File: src/rtl/core/space_vector_pwm_duty_macros.svh
// Assertion macros for the space-vector PWM duty block.
// Both expect clk_i in the scope of use; SVPD_ASSERT also expects rst_ni.
`ifndef SPACE_VECTOR_PWM_DUTY_MACROS_SVH
`define SPACE_VECTOR_PWM_DUTY_MACROS_SVH

`ifndef SYNTHESIS
// checked only while out of reset
`define SVPD_ASSERT(lbl, prop, msg) \
  lbl: assert property (@(posedge clk_i) disable iff (!rst_ni) (prop)) else $error(msg);
// checked at every edge, reset included
`define SVPD_ASSERT_ALWAYS(lbl, prop, msg) \
  lbl: assert property (@(posedge clk_i) (prop)) else $error(msg);
`else
`define SVPD_ASSERT(lbl, prop, msg)
`define SVPD_ASSERT_ALWAYS(lbl, prop, msg)
`endif

`endif

File: src/rtl/core/svpd_park.sv
module svpd_park #(
  parameter int DATA_BITS = 16
) (
  input  logic                        clk_i,
  input  logic                        rst_ni,
  input  logic                        valid_i,
  output logic                        ready_o,
  input  logic signed [DATA_BITS:0]   sin_i,
  input  logic signed [DATA_BITS:0]   cos_i,
  input  logic signed [DATA_BITS-1:0] d_i,
  input  logic signed [DATA_BITS-1:0] q_i,
  output logic                        valid_o,
  input  logic                        ready_i,
  output logic signed [DATA_BITS+1:0] alpha_o,
  output logic signed [DATA_BITS+1:0] beta_o
);
  localparam int F   = DATA_BITS - 1;
  localparam int AW  = DATA_BITS + 2;
  localparam int PRW = 2 * DATA_BITS + 1;
  localparam int NS  = 3;
  localparam logic signed [PRW:0] HALF = (PRW + 1)'(1) <<< (F - 1);

  logic [NS-1:0] v_q;
  logic [NS:0]   en;
  logic [NS-1:0] v_in;

  always_comb begin
    en[NS] = ready_i;
    for (int i = NS - 1; i >= 0; i--) begin
      en[i] = !v_q[i] || en[i+1];
    end
  end
  assign v_in    = {v_q[NS-2:0], valid_i};
  assign ready_o = en[0];
  assign valid_o = v_q[NS-1];

  always_ff @(posedge clk_i or negedge rst_ni) begin
    if (!rst_ni) begin
      v_q <= '0;
    end else begin
      for (int i = 0; i < NS; i++) begin
        if (en[i]) v_q[i] <= v_in[i];
      end
    end
  end

  // commands are already within [-1, 1] at this width, so no clamp is built
  logic signed [PRW-1:0] dc_d, qs_d, ds_d, qc_d;
  logic signed [PRW-1:0] dc_q, qs_q, ds_q, qc_q;
  logic signed [PRW:0]   xa_q, xb_q;
  logic signed [PRW:0]   ra_d, rb_d;
  logic signed [AW-1:0]  alpha_q, beta_q;

  assign dc_d = d_i * cos_i;
  assign qs_d = q_i * sin_i;
  assign ds_d = d_i * sin_i;
  assign qc_d = q_i * cos_i;

  // Q(2F) to Q(F), half away from zero: negatives add one less before the floor
  assign ra_d = (xa_q + (xa_q[PRW] ? HALF - 1 : HALF)) >>> F;
  assign rb_d = (xb_q + (xb_q[PRW] ? HALF - 1 : HALF)) >>> F;

  always_ff @(posedge clk_i) begin
    if (en[0]) begin
      dc_q <= dc_d;
      qs_q <= qs_d;
      ds_q <= ds_d;
      qc_q <= qc_d;
    end
    if (en[1]) begin
      xa_q <= (PRW + 1)'(dc_q) - (PRW + 1)'(qs_q);
      xb_q <= (PRW + 1)'(ds_q) + (PRW + 1)'(qc_q);
    end
    if (en[2]) begin
      alpha_q <= AW'(ra_d);
      beta_q  <= AW'(rb_d);
    end
  end

  assign alpha_o = alpha_q;
  assign beta_o  = beta_q;

endmodule

File: config.mk
export PLATFORM = sky130hd
export DESIGN_NAME = svpd_park
export DESIGN_NICKNAME = d
export VERILOG_FILES = /design/src/rtl/core/space_vector_pwm_duty_macros.svh /design/src/rtl/core/svpd_park.sv
export SDC_FILE = /design/constraint.sdc
export NUM_CORES = 2
export LEC_CHECK = 0
export ABC_CLOCK_PERIOD_IN_PS = 6500
export BUFFER_PORTS_ARGS = -buffer_cell sky130_fd_sc_hd__buf_2
export CAP_MARGIN = 20
export CORE_UTILIZATION = 67
export DETAILED_ROUTE_END_ITERATION = 6
export PLACE_DENSITY_LB_ADDON = 0.1
export SLEW_MARGIN = 5
export SYNTH_ARGS = -nofsm -noshare
export SYNTH_HDL_FRONTEND = slang
export SYNTH_SLANG_ARGS = --single-unit
File: constraint.sdc
create_clock -name clk_i -period 6.5 [get_ports clk_i]
set_input_delay 0.65 -clock clk_i [delete_from_list [all_inputs] [get_ports clk_i]]
set_output_delay 0.65 -clock clk_i [all_outputs]
set_load 0.05 [all_outputs]
==> metrics.md <==
| Metric | Value |
|---|---|
| Status | finished clean |
| CP Data Arrival Time | 6.66 ns |
| Critical path class | in -> reg |
| GRT overflow | 0 |
| Largest net degree at the start of global routing | 70 |
| Layout cell share with drive strength beyond 1 | 11.8% |
| Post-synth top area cell | fa_1 |
| Fin Clk Skew | 0.0145 ns |
| IO Count | 108 |
| Vias in the first global route | 41300 |
| Post-Route WL | 126000 um |
| Synthesized area | 53000 sq um |
| Vias per inst | 5.50 |
| Top-count cell post-synth | inv_1 |
| Area post-placement | 58500 sq um |
| Antenna violations before repair | 9 |
| Critical path peak fanout | 14 |
| Layout area overhead | 12.5% |
| Placer Congestion | about 0.95 |
| Drt wl/cell | around 18 um |
| Final period utilization | between 90% and 100% |
| Endpoint type of the worst setup path | register |
| Initial Util | 68.1% |
| CTS tree | done |
| Reg clk slew, reported paths | 0.06 ns |
| Die width | 283 um |
| Top cells by count, synth | inv_1 (1303), fa_1 (1106), nand2_1 (586) |
| Syn avg cell area | 9.63 sq um |
| Remaining antenna violation count | 0 |
| Root Driver | clkbuf_16 |
| Synth Flop Type | edfxtp_1 |
| Final setup vio count | 0 |
| Slew Limit Fails | 0 |
| Yosys cell types | 70 |
| CTS H-tree lvls | 1 |
| Post-synth EDFFs | 236 |
| Die Y | 283 um |
| # rows | 102 |
| Maximum Capacitance Violations | 0 |
| Async SR Flop Fraction | about 1.3% |
| Die area | 80200 sq um |
| Sequential area share after synthesis | between 10% and 20% |
| DRC viols | 0 |
| Clk Latency, worst-skew pair | 0.57 ns |
| Inst Count DP | 6951 |
| I/O Buffers | 107 |
| Cell area after layout | 59600 sq um |
| Hpwl dp | roughly 110000 um |
| Relative slew slack | 35.1% |
| Worst slew pin tran | 0.974 ns |
| Vias | slightly below 40000 |
| Core ar. | 77800 sq um |
| Worst setup SP type | primary input |
| Register bit total from synthesis | 239 |
| Clock Tree Buf Depth | 3 |
| Total clock sinks | 239 |
| Synth area leaders | fa_1 (42%), edfxtp_1 (13%), ha_1 (10%), inv_1 (9.2%), and2_1 (6.2%) |
| TritonCTS Buffers | 27 |
| First-pass DRT Iterations | 6 |
| Fmax | ~160 MHz |
| Final hold viol count | 0 |
| Global-route usage over all layers | around 33% |
| Post-layout minimum cycle time | 6.32 ns |
| Fin cells | 7013 |
| DRT iter0 DRCs | 2735 |
| DP Worst Slack | -0.814 ns |
| Net Count, Synth | roughly 7100 |
| Critical Path RT | 6.85 ns |
| Synthesis warning total | 0 |
| Cells after synthesis | about 5500 |
| Post-synth top area share | about two fifths |
| First-pass GRT wire length | 210000 um |
| Min-Delay Path Class | in -> reg |
| Final WS setup | 0.185 ns |
| Layout Nets | 7550 |
## final timing paths
path	start	slack [ns]	end	cells past startpoint
worst min-delay path	valid_i	0.31	v_q[0]$_DFFE_PN0P_	2
worst max register to register	qs_q[0]$_DFFE_PP_	2.48	xa_q[30]$_DFFE_PP_	11
max in group asynchronous	rst_ni	5.97	v_q[2]$_DFFE_PN0P_	2
worst min register to register	v_q[0]$_DFFE_PN0P_	0.47	v_q[1]$_DFFE_PN0P_	1
min in group asynchronous	rst_ni	0.42	v_q[2]$_DFFE_PN0P_	2
worst max-delay path	d_i[4]	0.18	dc_q[28]$_DFFE_PP_	23
## registers in the layout (all words and copies together) (netlist names)
name and cells:
dc_q 33, ds_q 33, qc_q 33, xa_q 34
qs_q 33, xb_q 34, beta_o 18, v_q 3
alpha_o 18
## kinds of logic (layout without fill, tap and decap cells)
logic type / Yosys count / count (layout) / synth area share (%)
buf+inv: 1517 / 1979 / 10.7
fa+ha+maj: 1536 / 1536 / 51.9
xor+xnor: 232 / 232 / 3.83
compound gates: 507 / 507 / 6.18
simple gates: 1470 / 1470 / 13.8
other cells: 0 / 9 / 0
mux: 1 / 1 / 0.0189
flops: 239 / 239 / 13.5
## worst max-delay path: stages
cell and delay [ns]:
clkbuf_4 0.25, and2_1 0.24, fa_1 0.53, inv_1 0.05
fa_1 0.41, fa_1 0.57, inv_1 0.06, fa_1 0.49
fa_1 0.49, inv_1 0.05, fa_1 0.47, inv_1 0.04
ha_1 0.30, a21o_1 0.19, or3_1 0.30, a31oi_1 0.21
or3_1 0.34, nor3_2 0.12, buf_4 0.15, nor2_1 0.22
nand2_1 0.08, a31oi_1 0.21, xnor2_1 0.22
## cells in the final DEF, fill, tap and decap left out, types with 150 or more instances in the layout
cell type	netlist	routed
and2_1	524	524
nand2_1	586	586
fa_1	1106	1104
inv_1	1303	1303
nor2_1	152	150
ha_1	430	430
edfxtp_1	236	236
buf_4	0	469
xnor2_1	177	177
a21oi_1	155	153
## per-stage QoR
step / TNS, ns / util, % / hold WS, ns
after floorplan: -28.06 / - / 0.354
after global placement: -9.64 / 75.2 / 0.447
after detailed placement: -13.86 / 75.2 / 0.452
after CTS: 0 / 76.3 / 0.284
after global routing: -0.0332 / 76.5 / 0.291
final: 0 / 76.6 / 0.305
## area by class of cell
cell class	instances	area [sq um]
flip-flops and latches	239	7160
repair buffers	625	5110
inverters	1305	4900
clock inverters	19	179
well taps	1040	1300
clock buffers	30	687
fillers	5495	18300
diodes	9	22.5
multi-input cells	3746	40200
## routing by layer
metal | track usage [%] | share of wire, %
met5 | 0 | 0.010
met4 | 15.2 | 4.9
met3 | 5.55 | 8.4
met2 | 52.0 | 46
met1 | 46.3 | 41
## timing repair
action                                  4_1_cts  5_1_grt
pin swaps                                     0        2
buffers inserted                              0        2
hold endpoints to repair                      3        0
hold buffers                                  1        0
resized for setup                             2       39
endpoints found under the setup margin        4       24
Power is left out: the tool's default activity adds up to more than one toggle a clock period on the data nets, which glitch-free logic cannot reach.
