$ cat config.mk
export PLATFORM = sky130hd
export DESIGN_NAME = svpd_sector
export DESIGN_NICKNAME = d
export VERILOG_FILES = /design/src/rtl/core/space_vector_pwm_duty_macros.svh /design/src/rtl/core/svpd_pkg.sv /design/src/rtl/core/svpd_sector.sv
export SDC_FILE = /design/constraint.sdc
export NUM_CORES = 2
export LEC_CHECK = 0
export BUFFER_PORTS_ARGS = -buffer_cell sky130_fd_sc_hd__buf_4
export CAP_MARGIN = 20
export CORE_ASPECT_RATIO = 1.25
export CORE_MARGIN = 2
export CORE_UTILIZATION = 70
export CTS_BUF_LIST = sky130_fd_sc_hd__clkbuf_2 sky130_fd_sc_hd__clkbuf_4 sky130_fd_sc_hd__clkbuf_8
export CTS_CLUSTER_DIAMETER = 40
export DETAILED_ROUTE_END_ITERATION = 10
export PLACE_DENSITY = 0.95
export SLEW_MARGIN = 20
export SYNTH_ARGS = -nofsm -noshare
export SYNTH_HDL_FRONTEND = slang
export SYNTH_SLANG_ARGS = --single-unit
$ cat constraint.sdc
create_clock -name clk_i -period 12.1 [get_ports clk_i]
set_clock_uncertainty 0.2 [all_clocks]
set_input_delay 0 -clock clk_i [delete_from_list [all_inputs] [get_ports clk_i]]
set_output_delay 0 -clock clk_i [all_outputs]
set_load 0.02 [all_outputs]
$ cat src/rtl/core/space_vector_pwm_duty_macros.svh
// Assertion macros for the space-vector PWM duty block.
// Both expect clk_i in the scope of use; SVPD_ASSERT also expects rst_ni.
`ifndef SPACE_VECTOR_PWM_DUTY_MACROS_SVH
`define SPACE_VECTOR_PWM_DUTY_MACROS_SVH

`ifndef SYNTHESIS
// checked only while out of reset
`define SVPD_ASSERT(lbl, prop, msg) \
  lbl: assert property (@(posedge clk_i) disable iff (!rst_ni) (prop)) else $error(msg);
// checked at every edge, reset included
`define SVPD_ASSERT_ALWAYS(lbl, prop, msg) \
  lbl: assert property (@(posedge clk_i) (prop)) else $error(msg);
`else
`define SVPD_ASSERT(lbl, prop, msg)
`define SVPD_ASSERT_ALWAYS(lbl, prop, msg)
`endif

`endif

$ cat src/rtl/core/svpd_pkg.sv
package svpd_pkg;

  // sqrt(3) in Q30 and pi/2 in Q30
  localparam logic signed [31:0] SQRT3_Q30   = 32'sd1859775393;
  localparam longint unsigned    HALF_PI_Q30 = 64'd1686629713;

  localparam logic [2:0] SECTOR_MIN = 3'd1;
  localparam logic [2:0] SECTOR_MAX = 3'd6;

  // {beta > 0, beta^2 > 3 alpha^2, alpha > 0} to sector number
  function automatic logic [2:0] sector_of_key(input logic [2:0] key);
    logic [2:0] s;
    case (key)
      3'd0:    s = 3'd4;
      3'd1:    s = 3'd6;
      3'd2:    s = 3'd5;
      3'd3:    s = 3'd5;
      3'd4:    s = 3'd3;
      3'd5:    s = 3'd1;
      3'd6:    s = 3'd2;
      default: s = 3'd2;
    endcase
    return s;
  endfunction

  // sin(k*60deg) = sin3_of(k) * sqrt(3)/2
  function automatic logic signed [1:0] sin3_of(input logic [2:0] k);
    logic signed [1:0] c;
    case (k)
      3'd1, 3'd2: c = 2'sd1;
      3'd4, 3'd5: c = -2'sd1;
      default:    c = 2'sd0;
    endcase
    return c;
  endfunction

  // cos(k*60deg) = cos2_of(k) / 2
  function automatic logic signed [2:0] cos2_of(input logic [2:0] k);
    logic signed [2:0] c;
    case (k)
      3'd0:       c = 3'sd2;
      3'd1, 3'd5: c = 3'sd1;
      3'd2, 3'd4: c = -3'sd1;
      3'd3:       c = -3'sd2;
      default:    c = 3'sd0;
    endcase
    return c;
  endfunction

  // switching state of active vector row, {u, v, w}
  function automatic logic [2:0] vec_on_of(input logic [2:0] row);
    logic [2:0] v;
    case (row)
      3'd0:    v = 3'b100;
      3'd1:    v = 3'b110;
      3'd2:    v = 3'b010;
      3'd3:    v = 3'b011;
      3'd4:    v = 3'b001;
      3'd5:    v = 3'b101;
      default: v = 3'b000;
    endcase
    return v;
  endfunction

endpackage

$ cat src/rtl/core/svpd_sector.sv
module svpd_sector #(
  parameter int DATA_BITS = 16
) (
  input  logic                         clk_i,
  input  logic                         rst_ni,
  input  logic                         valid_i,
  output logic                         ready_o,
  input  logic signed [DATA_BITS+1:0]  alpha_i,
  input  logic signed [DATA_BITS+1:0]  beta_i,
  output logic                         valid_o,
  input  logic                         ready_i,
  output logic [2:0]                   sector_o,
  output logic signed [DATA_BITS+33:0] p_o,
  output logic signed [DATA_BITS+1:0]  beta_o
);
  import svpd_pkg::*;

  localparam int AW  = DATA_BITS + 2;
  localparam int PW  = AW + 32;
  localparam int SQW = 2 * AW + 2;
  localparam int NS  = 2;

  logic [NS-1:0] v_q;
  logic [NS:0]   en;
  logic [NS-1:0] v_in;

  always_comb begin
    en[NS] = ready_i;
    for (int i = NS - 1; i >= 0; i--) begin
      en[i] = !v_q[i] || en[i+1];
    end
  end
  assign v_in    = {v_q[NS-2:0], valid_i};
  assign ready_o = en[0];
  assign valid_o = v_q[NS-1];

  always_ff @(posedge clk_i or negedge rst_ni) begin
    if (!rst_ni) begin
      v_q <= '0;
    end else begin
      for (int i = 0; i < NS; i++) begin
        if (en[i]) v_q[i] <= v_in[i];
      end
    end
  end

  // stage 1: squares and alpha*sqrt(3)
  logic signed [2*AW-1:0] a2_d, b2_d;
  logic signed [PW-1:0]   p_d;
  logic [2*AW-1:0]        a2_q, b2_q;
  logic signed [PW-1:0]   p1_q;
  logic signed [AW-1:0]   beta1_q;
  logic                   a_pos_q, b_pos_q;

  assign a2_d = alpha_i * alpha_i;
  assign b2_d = beta_i * beta_i;
  assign p_d  = alpha_i * SQRT3_Q30;

  // stage 2: exact compare beta^2 > 3 alpha^2, sector lookup
  logic [SQW-1:0] a3;
  logic [2:0]     key;

  assign a3  = SQW'(a2_q) + (SQW'(a2_q) << 1);
  assign key = {b_pos_q, SQW'(b2_q) > a3, a_pos_q};

  logic [2:0]           sector_q;
  logic signed [PW-1:0] p2_q;
  logic signed [AW-1:0] beta2_q;

  always_ff @(posedge clk_i) begin
    if (en[0]) begin
      a2_q    <= $unsigned(a2_d);
      b2_q    <= $unsigned(b2_d);
      p1_q    <= p_d;
      beta1_q <= beta_i;
      a_pos_q <= !alpha_i[AW-1] && (alpha_i != '0);
      b_pos_q <= !beta_i[AW-1] && (beta_i != '0);
    end
    if (en[1]) begin
      sector_q <= sector_of_key(key);
      p2_q     <= p1_q;
      beta2_q  <= beta1_q;
    end
  end

  assign sector_o = sector_q;
  assign p_o      = p2_q;
  assign beta_o   = beta2_q;

endmodule

==> results.md <==
- Status: finished, final reports clean
- DRC Markers: 0
- Detail Route Antenna Nets: 0
- Vias post-DR: a little under 30k
- Share of cells above drive strength 1: under 10%
- Row count: 98
- # setup viols final: 0
- FF+latch count, synth: ~210
- Initial Util: a little over two thirds
- Num CTS Buffers: 42
- Crit share post-route: between 60% and 70%
- Critical path required time: around 12000 ps
- Ys async rst share: less than 1%
- Clock buffer depth: 3
- Critical-path top delay cell: clkinv_1
- WP data arrival: around 7600 ps
- Netlist cell types: 65
- Worst Tran Pin Value: 1120 ps
- Critical path peak fanout: 24
- Clk_lat worst skew: 670 ps
- Clock transition at path regs: roughly 60 ps
- Synthesized area per cell: just over 10 sq um
- Vias in the first global route: 34.2k
- Clock sinks: 211
- RSZ-0062 raised after global routing: false
- Crit Path Class: input pin to register
- Register area share after synthesis: between 15 and 20%
- H-tree level count: 2
- Hold WC Path Type: input pin to register
- Nets: between 5k and 6k
- Total GRT Usage: ~41%
- Synth Net Count: approximately 5.3k
- Initial antenna violation count: 1
- Worst Setup Start Kind: input pin
- Final Hold Viols: 0
- Most frequent cell on the critical path: fa_1
- Synthesized netlist cell count: about 3.9k
- Final Max Slew Viols: 0
- Yosys top cell by area: fa_1
- Detailed Routing Iterations Pass 1: 8
- Commonest register cell after synthesis: edfxtp_1
- Post-CTS Setup Bufs: 0
- Worst Path Buf+Inv: 7
- Routed vias/inst: roughly 6.1
- Detailed Place HPWL: around 85 mm
- Initial DRC Count: approximately 2.8k
- Total wire length: ~110 mm
- Crit. End Element: register
- Die Area: a little under 60000 sq um
- Slew Limit Headroom: a little under a quarter
- Netlist Area Pre-Place: a little over 40000 sq um
- Die Ht: ~270 um
- Ys Warns: 0
- TNS Setup: 0 ps
- Pin count of the biggest net entering global routing: a little under 80
- Family with the most delay on the worst path: adder cells
- RD Place Congestion: between 1 and 1.5
- Die X: approximately 220 um
- Layout area overhead: 7.04%
- Root Driver: clkbuf_8
- Slowest stage delay, CP: approximately 690 ps
- Max Clock Freq: approximately 0.14 GHz
- Core box area: around 57000 sq um
- Top cell type's share of synthesized area: 40.7%
- Max_cap viols: 0
- Wire per inst: about 23 um
- Post-synth EDFFs: ~210
- Port bufs: roughly 110
- TritonCTS clock tree: done
- Minimum clock period: 7390 ps
- Synth top area cells: fa_1 (41%), edfxtp_1 (16%), ha_1 (15%)
- GR Overflow Total: 0
- Global-route wire length before repair: roughly 180 mm
- I/O pin cnt: 113
through the flow:
stage               cells  instance area (sq um)  worst slack [ps]  hold slack [ps]  util, %
finish               4848                  43100              4710              100     75.6
global route         4847                  43100              4300             91.6     75.6
CTS                  4844                  43100              4880             44.9     75.5
detailed placement   4738                  41800              4830             -416     73.4
global placement     4738                  41800              5060             -418     73.4
floorplan            3935                  40300              5730             -496        -
path summary, 6_finish.rpt:
path	slack (ps)	from	cells after the start	end
min in group asynchronous	550	rst_ni	4	v_q[1]
worst min register to register	210	beta1_q[13]	0	beta_o[13]
worst max register to register	5580	a2_q[3]	20	sector_o[1]
max in group asynchronous	11020	rst_ni	4	v_q[0]
worst max-delay path	4710	alpha_i[17]	25	a2_q[35]
worst min-delay path	100	beta_i[13]	2	beta1_q[13]
worst reg2reg max path, stage by stage, from the launching register on:
cell       delay [ps]
edfxtp_1          440
ha_1              390
a211oi_1          130
o21ai_1           260
nand4_1           170
a2111oi_0         970
o21ai_1           180
a31oi_1           260
nor2_1             90
inv_1              60
a21oi_1            70
xor2_1            270
ha_1              300
a21o_1            160
a21o_1            180
a2111oi_0         780
o22ai_1           170
a2111oi_0         680
a2111o_1          200
o21ai_1           130
xnor2_1           150
registers in the layout, indices dropped and copies added (netlist names), 2 cells and up:
register and count:
p_o 50, p1_q 49, a2_q 35, b2_q 35, beta_o 18, beta1_q 17, sector_o 3, v_q 2
layout make-up:
cell class                 count  area, sq um
clock buffer                  53          679
fill                        3297        13900
clock inverter                22          235
inverter                    1192         4470
antenna                        2         5.00
tap                          750          938
multi-input combinational   2471        29200
timing repair buffer         147         1200
sequential                   211         6330
Yosys cell counts, types with 7 or more instances:
library cell / instances
nor3_1: 26
nand3_1: 28
and4_1: 7
o21ai_1: 16
o211ai_1: 8
o21a_1: 17
inv_1: 1188
nor2b_1: 24
edfxtp_1: 209
nor2_1: 151
clkbuf_1: 60
a21oi_1: 111
nand2_1: 236
nand4_1: 16
xor2_1: 47
nor4_1: 7
a21o_1: 75
xnor2_1: 103
o21bai_1: 19
or3_1: 8
nand2b_1: 32
ha_1: 480
fa_1: 819
and2_1: 68
or2_2: 10
and3_1: 14
a211oi_1: 18
o21ai_0: 63
cell usage in the layout (no fill, tap or decap), types with 10 or more instances in the layout:
cell	n
a21o_1	75
fa_1	819
nand4_1	16
clkbuf_8	45
o21ai_0	63
o21ai_1	16
edfxtp_1	209
o21bai_1	19
nor2b_1	24
xor2_1	47
a21oi_1	111
and3_1	14
nand3_1	28
dlygate4sd3_1	32
o21a_1	17
nor2_1	151
inv_1	1188
xnor2_1	103
nand2b_1	31
ha_1	480
buf_4	114
a211oi_1	18
or2_2	10
nand2_1	236
and2_1	68
nor3_1	26
cells by family (layout without fill, tap and decap cells):
family	Yosys count	in the layout	synth area share, %
adders and majority gates	1299	1299	55.6
AOI/OAI and AO/OA	378	378	6.12
xor gates and xnor gates	150	150	3.26
other	1	3	0.00932
and+or+nand+nor	637	637	7.40
muxes	6	6	0.159
buffers and inverters	1253	1414	11.7
DFF	211	211	15.7
routing by layer:
metal	GRT usage, %	routed length [um]
met5	0.0813	0
met1	42.1	34300
met4	36.8	13100
met3	12.6	11200
met2	66.9	55300
what timing repair did:
item	CTS	global route
resized for setup	0	0
hold buffers	31	1
setup endpoints to repair	0	0
endpoints found under the hold margin	35	21
Power is left out: the tool's default activity adds up to more than one toggle a clock period on the data nets, which glitch-free logic cannot reach.
