File: config.mk
export PLATFORM = sky130hd
export DESIGN_NAME = svpd_duty
export DESIGN_NICKNAME = d
export VERILOG_FILES = /design/src/rtl/core/space_vector_pwm_duty_macros.svh /design/src/rtl/core/svpd_pkg.sv /design/src/rtl/core/svpd_duty.sv
export SDC_FILE = /design/constraint.sdc
export NUM_CORES = 2
export LEC_CHECK = 0
export BUFFER_PORTS_ARGS = -buffer_cell sky130_fd_sc_hd__buf_2
export CAP_MARGIN = 20
export CORE_ASPECT_RATIO = 0.9
export CORE_UTILIZATION = 34
export CTS_CLUSTER_DIAMETER = 100
export DETAILED_ROUTE_END_ITERATION = 8
export MAX_ROUTING_LAYER = met4
export PLACE_DENSITY_LB_ADDON = 0.05
export SETUP_SLACK_MARGIN = 0.15
export SLEW_MARGIN = 20
export SYNTH_ARGS = -nofsm -noshare
export SYNTH_HDL_FRONTEND = slang
export SYNTH_SLANG_ARGS = --single-unit
export TNS_END_PERCENT = 30
File: constraint.sdc
create_clock -name clk_i -period 14.7 [get_ports clk_i]
set_input_delay 2.94 -clock clk_i [delete_from_list [all_inputs] [get_ports clk_i]]
set_output_delay 2.94 -clock clk_i [all_outputs]
set_load 0.05 [all_outputs]
File: src/rtl/core/space_vector_pwm_duty_macros.svh
// Assertion macros for the space-vector PWM duty block.
// Both expect clk_i in the scope of use; SVPD_ASSERT also expects rst_ni.
`ifndef SPACE_VECTOR_PWM_DUTY_MACROS_SVH
`define SPACE_VECTOR_PWM_DUTY_MACROS_SVH

`ifndef SYNTHESIS
// checked only while out of reset
`define SVPD_ASSERT(lbl, prop, msg) \
  lbl: assert property (@(posedge clk_i) disable iff (!rst_ni) (prop)) else $error(msg);
// checked at every edge, reset included
`define SVPD_ASSERT_ALWAYS(lbl, prop, msg) \
  lbl: assert property (@(posedge clk_i) (prop)) else $error(msg);
`else
`define SVPD_ASSERT(lbl, prop, msg)
`define SVPD_ASSERT_ALWAYS(lbl, prop, msg)
`endif

`endif

File: src/rtl/core/svpd_pkg.sv
package svpd_pkg;

  // sqrt(3) in Q30 and pi/2 in Q30
  localparam logic signed [31:0] SQRT3_Q30   = 32'sd1859775393;
  localparam longint unsigned    HALF_PI_Q30 = 64'd1686629713;

  localparam logic [2:0] SECTOR_MIN = 3'd1;
  localparam logic [2:0] SECTOR_MAX = 3'd6;

  // {beta > 0, beta^2 > 3 alpha^2, alpha > 0} to sector number
  function automatic logic [2:0] sector_of_key(input logic [2:0] key);
    logic [2:0] s;
    case (key)
      3'd0:    s = 3'd4;
      3'd1:    s = 3'd6;
      3'd2:    s = 3'd5;
      3'd3:    s = 3'd5;
      3'd4:    s = 3'd3;
      3'd5:    s = 3'd1;
      3'd6:    s = 3'd2;
      default: s = 3'd2;
    endcase
    return s;
  endfunction

  // sin(k*60deg) = sin3_of(k) * sqrt(3)/2
  function automatic logic signed [1:0] sin3_of(input logic [2:0] k);
    logic signed [1:0] c;
    case (k)
      3'd1, 3'd2: c = 2'sd1;
      3'd4, 3'd5: c = -2'sd1;
      default:    c = 2'sd0;
    endcase
    return c;
  endfunction

  // cos(k*60deg) = cos2_of(k) / 2
  function automatic logic signed [2:0] cos2_of(input logic [2:0] k);
    logic signed [2:0] c;
    case (k)
      3'd0:       c = 3'sd2;
      3'd1, 3'd5: c = 3'sd1;
      3'd2, 3'd4: c = -3'sd1;
      3'd3:       c = -3'sd2;
      default:    c = 3'sd0;
    endcase
    return c;
  endfunction

  // switching state of active vector row, {u, v, w}
  function automatic logic [2:0] vec_on_of(input logic [2:0] row);
    logic [2:0] v;
    case (row)
      3'd0:    v = 3'b100;
      3'd1:    v = 3'b110;
      3'd2:    v = 3'b010;
      3'd3:    v = 3'b011;
      3'd4:    v = 3'b001;
      3'd5:    v = 3'b101;
      default: v = 3'b000;
    endcase
    return v;
  endfunction

endpackage

File: src/rtl/core/svpd_duty.sv
module svpd_duty #(
  parameter int DATA_BITS = 16
) (
  input  logic                         clk_i,
  input  logic                         rst_ni,
  input  logic                         valid_i,
  output logic                         ready_o,
  input  logic [2:0]                   sector_i,
  input  logic signed [DATA_BITS+33:0] p_i,
  input  logic signed [DATA_BITS+1:0]  beta_i,
  output logic                         valid_o,
  input  logic                         ready_i,
  output logic [DATA_BITS-1:0]         duty_u_o,
  output logic [DATA_BITS-1:0]         duty_v_o,
  output logic [DATA_BITS-1:0]         duty_w_o,
  output logic [2:0]                   sector_o,
  output logic                         ovm_o
);
  import svpd_pkg::*;

  localparam int F  = DATA_BITS - 1;
  localparam int TW = DATA_BITS + 37;
  localparam int NS = 4;
  localparam logic signed [TW-1:0] ONE_H     = TW'(1) <<< (F + 31);
  localparam logic signed [TW-1:0] TOP       = TW'(1) <<< (F + 32);
  localparam logic signed [TW-1:0] HALF32    = TW'(1) <<< 31;
  localparam logic [DATA_BITS-1:0] DUTY_FULL = DATA_BITS'(1) << F;

  // coefficient in {-2, -1, 0, 1, 2}: shift and negate, no multiplier
  function automatic logic signed [TW-1:0] mul_small(input logic signed [2:0]    c,
                                                     input logic signed [TW-1:0] x);
    logic signed [TW-1:0] r;
    case (c)
      3'sd1:   r = x;
      3'sd2:   r = x <<< 1;
      -3'sd1:  r = -x;
      -3'sd2:  r = -(x <<< 1);
      default: r = '0;
    endcase
    return r;
  endfunction

  logic [NS-1:0] v_q;
  logic [NS:0]   en;
  logic [NS-1:0] v_in;

  always_comb begin
    en[NS] = ready_i;
    for (int i = NS - 1; i >= 0; i--) begin
      en[i] = !v_q[i] || en[i+1];
    end
  end
  assign v_in    = {v_q[NS-2:0], valid_i};
  assign ready_o = en[0];
  assign valid_o = v_q[NS-1];

  always_ff @(posedge clk_i or negedge rst_ni) begin
    if (!rst_ni) begin
      v_q <= '0;
    end else begin
      for (int i = 0; i < NS; i++) begin
        if (en[i]) v_q[i] <= v_in[i];
      end
    end
  end

  // stage 1: active-vector times, twice over in Q(F+30)
  logic [2:0]           km, kn;
  logic signed [TW-1:0] p_ext, b30;
  logic signed [TW-1:0] tm_d, tn_d;

  assign km    = (sector_i == SECTOR_MAX) ? 3'd0 : sector_i;
  assign kn    = sector_i - 3'd1;
  assign p_ext = TW'(p_i);
  assign b30   = TW'(beta_i) <<< 30;
  assign tm_d  = mul_small(3'(sin3_of(km)), p_ext) - mul_small(cos2_of(km), b30);
  assign tn_d  = mul_small(cos2_of(kn), b30) - mul_small(3'(sin3_of(kn)), p_ext);

  logic signed [TW-1:0] tm1_q, tn1_q;
  logic [2:0]           on_m1_q, on_n1_q, sec1_q;

  // stage 2: zero time
  logic signed [TW-1:0] tm2_q, tn2_q, t0_q;
  logic [2:0]           on_m2_q, on_n2_q, sec2_q;

  // stage 3: twice the phase duty, per phase {u, v, w}
  logic signed [TW-1:0] twice_d [3];
  logic signed [TW-1:0] twice_q [3];
  logic [2:0]           sec3_q;
  logic                 ovm3_q;

  always_comb begin
    for (int ph = 0; ph < 3; ph++) begin
      twice_d[ph] = (((on_m2_q[2-ph] ? tm2_q : '0) + (on_n2_q[2-ph] ? tn2_q : '0)) <<< 1)
                    + t0_q;
    end
  end

  // stage 4: clamp to [0, 1] and round half up
  logic [DATA_BITS-1:0] duty_d [3];
  logic [DATA_BITS-1:0] duty_q [3];
  logic [2:0]           sec4_q;
  logic                 ovm4_q;

  always_comb begin
    for (int ph = 0; ph < 3; ph++) begin
      if (twice_q[ph] <= 0) begin
        duty_d[ph] = '0;
      end else if (twice_q[ph] >= TOP) begin
        duty_d[ph] = DUTY_FULL;
      end else begin
        duty_d[ph] = DATA_BITS'((twice_q[ph] + HALF32) >>> 32);
      end
    end
  end

  always_ff @(posedge clk_i) begin
    if (en[0]) begin
      tm1_q   <= tm_d;
      tn1_q   <= tn_d;
      on_m1_q <= vec_on_of(sector_i - 3'd1);
      on_n1_q <= vec_on_of(km);
      sec1_q  <= sector_i;
    end
    if (en[1]) begin
      tm2_q   <= tm1_q;
      tn2_q   <= tn1_q;
      t0_q    <= ONE_H - tm1_q - tn1_q;
      on_m2_q <= on_m1_q;
      on_n2_q <= on_n1_q;
      sec2_q  <= sec1_q;
    end
    if (en[2]) begin
      for (int ph = 0; ph < 3; ph++) begin
        twice_q[ph] <= twice_d[ph];
      end
      sec3_q <= sec2_q;
      ovm3_q <= t0_q[TW-1];
    end
    if (en[3]) begin
      for (int ph = 0; ph < 3; ph++) begin
        duty_q[ph] <= duty_d[ph];
      end
      sec4_q <= sec3_q;
      ovm4_q <= ovm3_q;
    end
  end

  assign duty_u_o = duty_q[0];
  assign duty_v_o = duty_q[1];
  assign duty_w_o = duty_q[2];
  assign sector_o = sec4_q;
  assign ovm_o    = ovm4_q;

endmodule

==> results.yml <==
placed_design:
  port_buffers: 128
  placer_s_final_routability_congestion_estimate: 0.917
  dp.final_hpwl_mm: 121
floorplanning:
  chipHeight_um: 348
  number_of_core_rows: 126
  x_dimension_of_the_die_um: 386
  initial_core_utilization_pct: 34.4
  placeableCoreArea_mm2: 0.131
  die_area_mm2: 0.134
  boundaryPins: 129
worst_setup_path:
  cp-start-kind: "primary input"
  cp_data_required_time_ps: 15120
  critical_path.cell_chain: "buf_2 -> inv_1 -> ha_1 -> nor4b_4 -> nand3_1 -> nor3_1 -> nor3b_1 -> nor4b_1 -> nand2_1 -> or3_1 -> o21ai_0 -> nand2_1 -> o31ai_1 -> ha_1 -> or2_2 -> a21oi_1 -> a311o_1 -> a21oi_1 -> o21a_1 -> o21a_1 -> nor2_1 -> xor2_1"
  worst_path_max_delay_cell: "nor4b_1"
  crit_family: "simple AND/OR/NAND/NOR gates"
  worst_setup_path_end_kind: "flop"
  crit_fanout: 14
  cp_slowest_stage_delay_ps: 870
  worstSetupPathType: "primary input to flop"
  wp_data_arrival_ps: 8960
  total_buffers_and_inverters_traversed_by_the_critical_path: 2
grt:
  grt_max_degree: 74
  grt_pass1_vias: 35970
  wire_length_of_the_first_global_routing_pass_mm: 220
  grt_remaining_overflow: 0
  antenna_found_initial: 2
  grt.total_usage_pct: 22.3
sta:
  rsz0062_at_grt: "no"
  hold_vio_cnt_final: 0
  timing.final.max_slew_violations: 0
  fin_crit_sh_pct: 58.1
  maxClockFrequency_mhz: 117
  finClkSkew_ps: 38.3
  finalCriticalPeriod_ps: 8540
  totalNegativeSetupSlack_ps: 0
  max_slew.worst_pin.slew_ps: 987
  final-setup-viol-count: 0
  worst_max_slew_margin_expressed_relative_to_the_limit_pct: 32.5
routing:
  met2_wirelength_mm: 59.3
  detail_route.vias_per_cell: 5.42
  drt_drc_violations_left: 0
  highest-signal-layer: "met4"
  met3_wirelength_mm: 5.79
  routed_wire_length_mm: 147
  detail_route.wirelength.met1_mm: 79.0
  drtIter0Drc: 2497
  ant_nets: 0
  vias: 37647
  drt_first_pass_iters: 6
  routed_wire_length_per_instance_um: 21.2
finish:
  syn_to_final_growth_pct: 10.5
  drive_gt1_share_pct: 6.43
  fillCellCount: 13458
  utilization_pct: 38.0
  nets: 5706
power:
  cell_internal_power_mw: 6.05
  power.share.combinational_pct: 57.5
  power_frac_seq_pct: 27.2
  power.density_mw_per_mm2: 225
  power.switching_fraction_pct: 45.9
  switchingPower_mw: 5.14
  vdd_drop_max_uv: 99.1
  power.leakage_nw: 21.2
  clock_network_fraction_of_design_power_pct: 15.4
clocking:
  cts.repair_timing.setup_buffer_count: 0
  cts_buffer_depth: 3
  root_buffer: "clkbuf_16"
  clk_latency_worst_skew_pair_ps: 680
  cts_resized: 0
  cts_buffers: 68
  clock_sink_count: 498
  tritoncts: "done"
  cts_max_level: 3
  worst_setup_hold_path_clk_slew_ps: 50
  cts-hold-fix-buffers: 0
yosys:
  syn-num-nets: 5660
  ys_dominant_reg_cell: "edfxtp_1"
  postSynthRegisterBits: 498
  yosys-mux-area-fraction_pct: 0.166
  synthesis.instances: 5113
  synth.cell_area_mm2: 0.0451
  avgSynthCellArea_um2: 8.82
  synth_area_leaders: "edfxtp_1 33%, ha_1 13%, xnor2_1 5.9%"
  netlist.top_cell.by_area: "edfxtp_1"
  yosys.cell_count.top_type: "edfxtp_1"
  synth_seq_area_share_pct: 33.1
  synth_simple_gate_area_share_pct: 19.6
  synth_area_in_adders_pct: 13.2
  combinational_family_with_the_most_area_after_synthesis: "compound AO/OA/AOI/OAI gates"
  yosys.cell_types.count: 85
  synth_enable_flop_cells: 494
  synth-compound-area-share_pct: 21.3
  synth_xor_xnor_area_share_pct: 8.79
  yosysWarnings: 0
  async_reset_ff_share_pct: 0.803
  yosys-top-cells-count: "494 x edfxtp_1, 465 x ha_1, 456 x a21oi_1"
  synth_largest_type_area_fraction_pct: 32.9
run_status:
  outcome: "completed"
hold_path:
  timing.hold.worst.class: "flop to flop"
job:
  max_cap_violations: 0
area by class of cell:
type | instances | area [um^2] | share of cell area, %
Antenna cell | 2 | 5.00 | 0.0100
Inverter | 270 | 1010 | 2.03
Clock buffer | 72 | 1720 | 3.44
Multi-Input combinational cell | 4160 | 28500 | 57.2
Tap cell | 1728 | 2160 | 4.34
Sequential cell | 498 | 14900 | 30.0
Timing Repair Buffer | 161 | 888 | 1.78
Clock inverter | 52 | 628 | 1.26
power groups by stage:
| stage | Sequential [mW] | Combinational [mW] | Clock (mW) |
|---|---|---|---|
| detailed placement | 3.07 | 6.37 | 0 |
| floorplan | 2.83 | 4.65 | 0 |
| global placement | 3.07 | 6.40 | 0 |
| CTS | 3.04 | 6.41 | 1.78 |
| finish | 3.04 | 6.43 | 1.72 |
| global route | 3.10 | 7.12 | 1.82 |
final timing paths:
check / from / end / slack (ps) / depth (start not counted)
min in group asynchronous: rst_ni / v_q[3] / 2060 / 1
min: sec1_q[1] / sec2_q[1] / 420 / 0
max in group asynchronous: rst_ni / v_q[1] / 12510 / 1
min reg2reg: sec1_q[1] / sec2_q[1] / 420 / 0
max: p_i[0] / tm1_q[52] / 6160 / 22
max reg2reg: on_n2_q[0] / twice_q[0][158] / 6700 / 29
state kept, by name, summed over array words and instances (netlist names):
| signal | count |
|---|---|
| v_q | 4 |
| sec2_q | 3 |
| on_n2_q | 3 |
| sec1_q | 3 |
| ovm_o | 1 |
| on_n1_q | 3 |
| t0_q | 53 |
| duty_q | 48 |
| ovm3_q | 1 |
| on_m2_q | 3 |
| sec3_q | 3 |
| tn1_q | 53 |
| on_m1_q | 3 |
| twice_q | 157 |
| tm1_q | 53 |
| tm2_q | 52 |
| sector_o | 3 |
| tn2_q | 52 |
cells in the final DEF, fill, tap and decap left out, types with 33 or more instances in the layout:
cell / netlist / layout
o21ai_0: 304 / 304
buf_2: 10 / 128
a211oi_1: 49 / 49
a21oi_1: 456 / 456
a31oi_1: 53 / 53
ha_1: 465 / 465
o21a_1: 47 / 47
nor4_1: 73 / 69
clkbuf_16: 0 / 68
nand3_1: 120 / 119
nor2_1: 368 / 368
buf_4: 0 / 33
o21bai_1: 72 / 72
xor2_1: 147 / 147
nand2b_1: 53 / 51
nor2b_1: 59 / 57
nand2_1: 354 / 352
a21o_1: 232 / 232
xnor2_1: 306 / 306
inv_1: 270 / 269
o31ai_1: 39 / 39
nor3_1: 123 / 123
edfxtp_1: 494 / 494
nand4_1: 83 / 83
and3_1: 58 / 58
and2_1: 320 / 320
cell families (layout without fill, tap and decap cells):
family,after synthesis,count (layout)
buf+inv,455,555
compound gates,1507,1507
other cells,0,2
mux,7,7
fa+ha+maj,472,472
xor+xnor,453,453
simple gates,1721,1721
flops,498,498
metrics by stage:
stage | cell area [um^2] | hold slack (ps) | setup WS (ps) | cells | power [mW]
after global placement | 47500 | 402 | 5560 | 6817 | 9.47
final | 49900 | 415 | 6160 | 6943 | 11.2
after detailed placement | 47500 | 405 | 5480 | 6817 | 9.44
after floorplan | 45100 | 400 | 4990 | 5113 | 7.47
after global routing | 49900 | 426 | 5760 | 6941 | 12.0
after CTS | 49900 | 416 | 6210 | 6941 | 11.2
worst reg2reg max path: cells and delay by family, from the launching register on:
family,cells,cell delay (ps)
DFF,1,320
and+or+nand+nor,8,1310
buffers and inverters,2,470
AOI/OAI and AO/OA,13,3720
adders and majority gates,3,900
xor gates and xnor gates,3,1010
routing by layer:
metal	up-vias	global-route usage (%)
li1	18935	-
met1	17711	33.9
met2	845	31.2
met3	156	1.84
met4	0	5.67
met5	-	-
Note: power is estimated with default switching activity, not from simulation.
